File: config.mk
export PLATFORM = sky130hd
export DESIGN_NAME = mvd_div
export DESIGN_NICKNAME = d
export VERILOG_FILES = /design/src/mvd_div.sv
export SDC_FILE = /design/constraint.sdc
export NUM_CORES = 1
export LEC_CHECK = 0
export ABC_AREA = 1
export BUFFER_PORTS_ARGS = -buffer_cell sky130_fd_sc_hd__buf_2
export CAP_MARGIN = 10
export CORE_MARGIN = 2
export CORE_UTILIZATION = 45
export DETAILED_ROUTE_END_ITERATION = 12
export PLACE_DENSITY = 0.66
export SYNTH_ARGS = -nofsm -noshare
export SYNTH_HDL_FRONTEND = slang
export SYNTH_SLANG_ARGS = --single-unit
File: constraint.sdc
create_clock -name clk -period 4.5 [get_ports clk]
set_clock_uncertainty 0.15 [all_clocks]
set_input_delay 0.45 -clock clk [delete_from_list [all_inputs] [get_ports clk]]
set_output_delay 0.45 -clock clk [all_outputs]
set_load 0.01 [all_outputs]
File: src/mvd_div.sv
// Restoring divider, one quotient bit per cycle.
`timescale 1ns / 1ps
`default_nettype none
module mvd_div #(
	parameter int NUM_W = 80,
	parameter int DEN_W = 64
) (
	input  wire logic             clk,
	input  wire logic             arst_n,
	input  wire logic             start,
	input  wire logic [NUM_W-1:0] num,
	input  wire logic [DEN_W-1:0] den,
	output logic                  busy,
	output logic                  done,
	output logic      [NUM_W-1:0] quo
);
	localparam int CNT_W = $clog2(NUM_W);

	logic [DEN_W-1:0] rem_q;
	logic [DEN_W-1:0] den_q;
	logic [NUM_W-1:0] quo_q;
	logic [CNT_W-1:0] cnt_q;
	logic             busy_q;
	logic             done_q;
	logic [DEN_W:0]   rem_sh;
	logic             ge;

	// trial subtract of the shifted partial remainder
	assign rem_sh = {rem_q, quo_q[NUM_W-1]};
	assign ge     = rem_sh >= {1'b0, den_q};

	always_ff @(posedge clk or negedge arst_n) begin
		if (!arst_n) begin
			busy_q <= 1'b0;
			done_q <= 1'b0;
			cnt_q  <= '0;
		end else begin
			done_q <= 1'b0;
			if (busy_q) begin
				if (cnt_q == '0) begin
					busy_q <= 1'b0;
					done_q <= 1'b1;
				end
				cnt_q <= cnt_q - 1'b1;
			end else if (start) begin
				busy_q <= 1'b1;
				cnt_q  <= CNT_W'(NUM_W - 1);
			end
		end
	end

	always_ff @(posedge clk) begin
		if (busy_q) begin
			rem_q <= ge ? DEN_W'(rem_sh - {1'b0, den_q}) : rem_sh[DEN_W-1:0];
			quo_q <= {quo_q[NUM_W-2:0], ge};
		end else if (start) begin
			rem_q <= '0;
			den_q <= den;
			quo_q <= num;
		end
	end

	assign busy = busy_q;
	assign done = done_q;
	assign quo  = quo_q;
endmodule
`default_nettype wire

==> results.yml <==
critical_path:
  cp.arrival_ps: 3760
  setup.worst_path.start_class: "flop"
  crit_family: "simple AND/OR/NAND/NOR gates"
  slowest_stage: "buf_4"
  cp.required_ps: 4740
  critPathKind: "reg2reg"
  crit_chain: "ha_1 > nand2_1 > nand2_1 > nand2_1 > nand2_1 > inv_2 > nand3_2 > nand2_2 > nand2_2 > nand2_2 > nand2_4 > nand2_4 > nand2_4 > inv_2 > buf_4 > nor2_1 > nor2_1"
  critical-path-max-stage-delay_ps: 550
  worstSetupEndpointType: "flop"
  cp_max_fo: 50
  crit_path_frequent_cell: "nand2_1"
  critPathBufInv: 3
synthesis:
  ys_top_cells_by_area: "edfxtp_1, nand2_1, inv_1"
  yosysTopAreaCellShare_pct: 40.21
  synth-async-reset-ratio_pct: 4.147
  netlist_area_sq_um: 15530
  synth_commonest_cells: "nand2_1, inv_1, edfxtp_1"
  ys_ff_latch: 217
  synthCells: 2241
  avgSynthCellArea_sq_um: 6.932
  ys_warn_count: 0
  synth_edf_count: 208
  synth_most_common_cell: "nand2_1"
  synth_fp_nets: 2454
  synth_top_area_cell: "edfxtp_1"
  seq_area_frac_synth_pct: 41.66
  synth_top_flop_cell: "edfxtp_1"
  ys_types: 36
global_route:
  grt_pass1_vias: 14330
  antenna_found_initial: 0
  grt_pass1_wl_um: 75490
  overflow: 0
  grt_max_degree: 97
  track_usage_pct: 26.72
pwr:
  irDropWorstVdd_mv: 0.3695
  leakage_nw: 10.42
  power_mw: 12.83
  p_per_area_nw_per_um2: 682.2
sta:
  min_period_ps: 3517
  finalHoldViolations: 0
  finalSetupViolCount: 0
  worst_pin_slew_ps: 1096
  max-slew-margin-rel_pct: 26.95
  fin_crit_sh_pct: 78.15
  rsz0062_at_grt: "no"
  fmax_mhz: 284.4
  fin_ws_ps: 983.2
  slew_viol_final: 0
  fin_tns_setup_ps: 0
finish:
  finish.utilization_pct: 54.86
  final_nets: 2761
  n_antenna_cell: 0
  fillers: 3412
  area_delta_synth_final_pct: 21.10
  final-seq-area_sq_um: 6475
  multi_input_area_sq_um: 7169
  fin_cells: 3022
  drive_gt1_share_pct: 14.26
place:
  place.gp.congestion: 0.9779
  dp_cells: 2889
  hpwl_um: 37070
  port_buffers: 228
  pre_cts_ws_ps: 953.6
routing:
  wl_um: 47690
  drt.antenna.violating_nets: 0
  via_count: 14410
  drtIter0Drc: 955
  via_per_inst: 4.768
  drtPass1Iterations: 7
  drc: 0
  wire_per_inst_um: 15.78
die:
  die_w_um: 189.8
  rows: 68
  ioPinCount: 229
  initial_core_util_pct: 45.30
  core_sq_um: 34290
  dieArea_sq_um: 36020
  die_y_um: 189.8
cts:
  post_cts_buffers: 0
  cts.htree.levels: 1
  cts_buffers: 25
  clock-sinks: 217
  cts_hold_buffers: 87
  cts_buffer_depth: 3
  clk_pin_slew_ps: 60
  cts_tree: "built"
  cts.repair.resized: 0
  root_buffer: "clkbuf_16"
  clock_latency_ps: 550
worst_hold_path:
  hold_path_class: "in2reg"
outcome:
  status: "completed"
flow_run:
  max-cap-violations: 0
worst reg2reg max path, stage by stage, from the launching register on:
cell,delay [ps]
edfxtp_1,380
ha_1,360
nand2_1,90
nand2_1,90
nand2_1,70
nand2_1,110
inv_2,80
nand3_2,140
nand2_2,100
nand2_2,90
nand2_2,110
nand2_4,60
nand2_4,500
nand2_4,130
inv_2,70
buf_4,560
nor2_1,160
nor2_1,120
metal layers:
metal	routed length [um]	track usage, %
met3	2880	3.966
met1	21460	34.99
met5	0	0
met4	1489	8.199
met2	21860	45.75
report_power, final:
part / total (mW) / switching [mW] / internal (mW)
Clock: 2.19 / 0.879 / 1.31
Combinational: 6.85 / 4.47 / 2.38
Sequential: 3.79 / 0.449 / 3.34
state kept, by name, summed over array words and instances, names as in the netlist:
name	cells
busy	1
rem_q	64
done	1
quo	80
den_q	64
cnt_q	7
logic make-up (layout without fill, tap and decap cells):
group | after synthesis | after routing | synth area share, %
compound gates | 55 | 55 | 1.837
xor+xnor | 31 | 31 | 1.748
fa+ha+maj | 66 | 66 | 5.364
buf+inv | 480 | 806 | 12.19
flops | 217 | 217 | 41.66
simple gates | 1392 | 1392 | 37.21
worst paths after layout:
path                           from         to  slack [ps]  cells past startpoint
min in group asynchronous    arst_n   cnt_q[4]         170                      2
min                         num[13]    quo[13]          20                      3
min reg2reg                cnt_q[6]       done         330                      1
max reg2reg                rem_q[5]  rem_q[49]         980                     17
max                        rem_q[5]  rem_q[49]         980                     17
max in group asynchronous    arst_n       busy        3820                      2
through the flow:
step,hold slack [ps],area [sq um]
detailed placement,168.1,17060
floorplan,4.409,15530
finish,17.06,18810
global placement,161.2,17060
global route,7.415,18810
CTS,0.7354,18810
layout make-up:
cell class / count / area share (%)
Inverter: 436 / 8.726
Clock buffer: 26 / 3.346
Tap cell: 455 / 3.026
Clock inverter: 20 / 1.317
Sequential cell: 217 / 34.42
Multi-Input combinational cell: 1544 / 38.11
Timing Repair Buffer: 324 / 11.05
placed cells by master, fill, tap and decap left out, types with 9 or more instances in the layout:
master / n
inv_2: 18
o21ai_0: 12
buf_4: 9
nand2_2: 11
nor3_1: 10
edfxtp_1: 208
nand3_1: 62
nand4_1: 12
nand3b_1: 55
inv_1: 416
nor2_2: 43
buf_2: 228
a21oi_1: 40
ha_1: 65
xor2_1: 30
dlygate4sd3_1: 87
clkbuf_16: 25
nand2_1: 986
nor2_1: 197
Power figures use the tool's default switching activity.
