File: config.mk
export PLATFORM = sky130hd
export DESIGN_NAME = mvd_sqrt
export DESIGN_NICKNAME = d
export VERILOG_FILES = /design/src/mvd_pkg.sv /design/src/mvd_sqrt.sv
export SDC_FILE = /design/constraint.sdc
export NUM_CORES = 1
export LEC_CHECK = 0
export ABC_AREA = 1
export BUFFER_PORTS_ARGS = -buffer_cell sky130_fd_sc_hd__buf_4
export CORE_UTILIZATION = 45
export CTS_CLUSTER_SIZE = 12
export DETAILED_ROUTE_END_ITERATION = 10
export GPL_TIMING_DRIVEN = 0
export PLACE_DENSITY = 0.67
export SYNTH_ARGS = -nofsm -noshare
export SYNTH_HDL_FRONTEND = slang
export SYNTH_SLANG_ARGS = --single-unit
File: constraint.sdc
create_clock -name clk -period 3.7 [get_ports clk]
set_clock_uncertainty 0.1 [all_clocks]
set_input_delay 0.37 -clock clk [delete_from_list [all_inputs] [get_ports clk]]
set_output_delay 0.37 -clock clk [all_outputs]
set_load 0.05 [all_outputs]
File: src/mvd_pkg.sv
// Package: shared constants, register indexes and sequencer states of the divergence block.
`timescale 1ns / 1ps
`default_nettype none
package mvd_pkg;

	localparam int FRAC_BITS_DEF = 16;
	localparam int DATA_W        = 32;
	localparam int CFG_W         = 31;
	localparam int SUM_W         = 64;
	localparam int SQ_IN_W       = 64;
	localparam int SQ_OUT_W      = 32;

	localparam logic [CFG_W-1:0] COEF_RESET   = 31'd65536;
	localparam logic [CFG_W-1:0] RADIUS_RESET = 31'd137626;
	localparam logic [SUM_W-1:0] SMAX64       = 64'h7FFF_FFFF_FFFF_FFFF;
	localparam logic [SUM_W-1:0] SMIN64       = 64'h8000_0000_0000_0001;

	localparam logic REG_COEF   = 1'b0;
	localparam logic REG_RADIUS = 1'b1;

	localparam logic OP_CENTRE    = 1'b0;
	localparam logic OP_NEIGHBOUR = 1'b1;

	typedef enum logic [3:0] {
		ST_IDLE,
		ST_PROD,
		ST_CHECK,
		ST_SQRT,
		ST_RANGE,
		ST_WDIV,
		ST_RDIV,
		ST_WMUL,
		ST_TACC,
		ST_FSTART,
		ST_FDIV,
		ST_FOUT
	} state_t;

endpackage
`default_nettype wire

File: src/mvd_sqrt.sv
// Integer square root, two radicand bits per cycle.
`timescale 1ns / 1ps
`default_nettype none
module mvd_sqrt
	import mvd_pkg::*;
(
	input  wire logic                clk,
	input  wire logic                arst_n,
	input  wire logic                start,
	input  wire logic [SQ_IN_W-1:0]  rad,
	output logic                     done,
	output logic      [SQ_OUT_W-1:0] root
);
	localparam int REM_W = SQ_OUT_W + 2;
	localparam int CNT_W = $clog2(SQ_OUT_W);

	logic [SQ_IN_W-1:0]  v_q;
	logic [REM_W-1:0]    rem_q;
	logic [SQ_OUT_W-1:0] root_q;
	logic [CNT_W-1:0]    cnt_q;
	logic                busy_q;
	logic                done_q;
	logic [REM_W+1:0]    rem_sh;
	logic [REM_W+1:0]    trial;
	logic                ge;

	assign rem_sh = {rem_q, v_q[SQ_IN_W-1 -: 2]};
	assign trial  = {2'b00, root_q, 2'b01};
	assign ge     = rem_sh >= trial;

	always_ff @(posedge clk or negedge arst_n) begin
		if (!arst_n) begin
			busy_q <= 1'b0;
			done_q <= 1'b0;
			cnt_q  <= '0;
		end else begin
			done_q <= 1'b0;
			if (busy_q) begin
				if (cnt_q == '0) begin
					busy_q <= 1'b0;
					done_q <= 1'b1;
				end
				cnt_q <= cnt_q - 1'b1;
			end else if (start) begin
				busy_q <= 1'b1;
				cnt_q  <= CNT_W'(SQ_OUT_W - 1);
			end
		end
	end

	always_ff @(posedge clk) begin
		if (busy_q) begin
			v_q    <= {v_q[SQ_IN_W-3:0], 2'b00};
			rem_q  <= ge ? REM_W'(rem_sh - trial) : rem_sh[REM_W-1:0];
			root_q <= {root_q[SQ_OUT_W-2:0], ge};
		end else if (start) begin
			v_q    <= rad;
			rem_q  <= '0;
			root_q <= '0;
		end
	end

	assign done = done_q;
	assign root = root_q;
endmodule
`default_nettype wire

==> flow_metrics.env <==
export IMPL_outcome="finished, final reports clean"
export IMPL_grtUsageTotal=0.223
export IMPL_path_delay_family="buffers and inverters"
export IMPL_synth_cell_types=33
export IMPL_preCtsSetupSlack_ps=820
export IMPL_pin_count=100
export IMPL_numCtsBuffers=17
export IMPL_rows=49
export IMPL_worstSetupStartpointType="flop"
export IMPL_yosys_warnings=0
export IMPL_antenna_found_initial=0
export IMPL_cp_depth=6
export IMPL_cts_max_level=4
export IMPL_hold_viol=0
export IMPL_cts_sinks=137
export IMPL_fin_cells=1419
export IMPL_yosysSeqAreaShare=0.481
export IMPL_maxCapViolCount=0
export IMPL_critPathMaxFanout=40
export IMPL_cts_root_buffer="clkbuf_16"
export IMPL_die_w_um=139
export IMPL_r2r_cells=6
export IMPL_port_buffers=99
export IMPL_wl_per_cell_um=14.4
export IMPL_critical_path_required_ps=3770
export IMPL_grt_pass1_vias=6698
export IMPL_worst_path_buf_inv=5
export IMPL_grt_max_degree=41
export IMPL_critPathMaxStageDelay_ps=620
export IMPL_min_period_ps=2860
export IMPL_netlist_instances=1055
export IMPL_dp_cells=1386
export IMPL_rsz0062_at_grt="false"
export IMPL_ys_ff_latch=137
export IMPL_start_util=0.465
export IMPL_grt_pass1_wl_mm=33.5
export IMPL_detail_route_iter0_violations=365
export IMPL_drc_errors=0
export IMPL_whs_path_depth=3
export IMPL_syn_to_final_growth_pct=20.8
export IMPL_worst_slack_ps=838
export IMPL_place_congestion=0.938
export IMPL_place_hpwl_mm=15.7
export IMPL_nets=1280
export IMPL_core_um2=18100
export IMPL_crit_path_cell_trace="clkbuf_1, clkbuf_1, nor2_1, clkinvlp_4, buf_12, buf_12"
export IMPL_gr_total_overflow=0
export IMPL_cts_tree="built"
export IMPL_worstPathArrival_ps=2930
export IMPL_drive_above_1_share=0.129
export IMPL_die_area_um2=19300
export IMPL_maxSlewViolCount=0
export IMPL_postRouteAntennaNets=0
export IMPL_timing_hold_ws_ps=40.4
export IMPL_vias_per_cell=4.93
export IMPL_n_antenna_cell=0
export IMPL_path_clk_slew_ps=70
export IMPL_vias=6991
export IMPL_postCtsSetupRepairBufs=0
export IMPL_syn_area_um2=8440
export IMPL_max_freq_ghz=0.349
export IMPL_syn_nets=1158
export IMPL_end_kind="flop"
export IMPL_setup_viol=0
export IMPL_crit_type="reg2reg"
export IMPL_clk_latency_ps=430
export IMPL_maxSlewHeadroom=0.559
export IMPL_worstMarginPinSlew_ps=661
export IMPL_cts_max_path_buffers=2
export IMPL_drtPass1Iterations=7
export IMPL_min_path_type="in2reg"
export IMPL_die_h_um=139
export IMPL_critPathSlowestCell="clkinvlp_4"
export IMPL_period_share=0.774
export IMPL_routed_wl_mm=20.4
export IMPL_avgSynthCellArea_um2=8.00
## repair_timing
action	CTS	global route
hold buffers	1	0
resized for setup	0	0
hold endpoints to repair	7	0
## final timing paths
| kind | start | to | slack [ps] |
|---|---|---|---|
| min in group asynchronous | arst_n | cnt_q[4] | 190 |
| max in group asynchronous | arst_n | cnt_q[0] | 3190 |
| setup reg to reg | busy_q | rem_q[27] | 840 |
| hold reg to reg | v_q[0] | v_q[0] | 380 |
| setup / recovery | busy_q | rem_q[27] | 840 |
| hold / removal | rad[0] | v_q[0] | 40 |
## synth_stat cells
cell | count | area [µm²]
nand2_1 | 374 | 1400
inv_1 | 192 | 721
edfxtp_1 | 128 | 3840
nor2_1 | 109 | 409
a22o_1 | 60 | 526
ha_1 | 36 | 450
nand3_1 | 21 | 105
a21oi_1 | 20 | 100
clkbuf_1 | 20 | 75.1
xnor2_1 | 18 | 158
o21ai_0 | 13 | 65.1
nand3b_1 | 10 | 75.1
nor3_1 | 9 | 45.0
dfrtp_1 | 7 | 175
nand4_1 | 6 | 37.5
buf_2 | 4 | 20.0
buf_6 | 3 | 33.8
nor2_2 | 3 | 18.8
and2_1 | 2 | 12.5
buf_1 | 2 | 7.51
dfxtp_1 | 2 | 40.0
inv_2 | 2 | 7.51
nand2_2 | 2 | 12.5
nor4_1 | 2 | 12.5
o21bai_1 | 2 | 15.0
a22oi_1 | 1 | 7.51
nand4_2 | 1 | 12.5
nor2_4 | 1 | 11.3
nor3_2 | 1 | 10.0
nor3b_1 | 1 | 7.51
o21a_1 | 1 | 7.51
or2_2 | 1 | 6.26
xor2_1 | 1 | 8.76
## metal layers
layer | GRT usage | up-vias | share of wire
li1 | - | 3603 | -
met1 | 0.305 | 3182 | 0.48
met2 | 0.352 | 187 | 0.45
met3 | 0.0521 | 19 | 0.065
met4 | 0.0661 | 0 | 0.011
met5 | 0 | - | 0
## sequential cells by signal, indices dropped and copies added (netlist names)
name / count
v_q: 64
rem_q: 34
root: 32
cnt_q: 5
busy_q: 1
done: 1
## final cells by class
type	instances	area [µm²]
timing repair buffer	103	813
inverter	194	732
multi-input combinational	695	3520
clock buffer	17	425
sequential	137	4060
tap	229	287
fill	1697	7950
buffer	29	136
clock inverter	15	225
## cells in the final DEF, fill, tap and decap left out, types with 3 or more instances in the layout
cell         n
a21oi_1     20
a22o_1      60
buf_12       3
buf_2        4
buf_4       99
buf_6        3
bufinv_16    3
clkbuf_1    20
clkbuf_16   17
dfrtp_1      7
edfxtp_1   128
ha_1        36
inv_1      191
inv_8        6
nand2_1    374
nand3_1     21
nand3b_1    10
nand4_1      6
nor2_1     109
nor2_2       3
nor3_1       9
o21ai_0     13
xnor2_1     18
## per-stage QoR
stage	setup TNS [ps]	cell area, µm²	utilization
2_1_floorplan	0	8440	-
3_3_place_gp	-124270	9470	0.522
3_5_place_dp	0	9530	0.525
4_1_cts	0	10200	0.562
5_1_grt	0	10200	0.562
6_report	0	10200	0.562
## logic make-up after synthesis
| logic type | count (synthesis) | synth area share |
|---|---|---|
| buf+inv | 223 | 0.102 |
| fa+ha+maj | 36 | 0.0534 |
| simple gates | 543 | 0.258 |
| compound gates | 97 | 0.0854 |
| xor+xnor | 19 | 0.0197 |
| flops | 137 | 0.481 |
## worst reg2reg max path: stages (launching register included)
cell,delay [ps]
dfrtp_1,360
clkbuf_1,160
clkbuf_1,330
nor2_1,400
clkinvlp_4,620
buf_12,410
buf_12,210
Power is not shown: default switching activity piles up to over one toggle a cycle in this logic, so the estimate is an artifact.
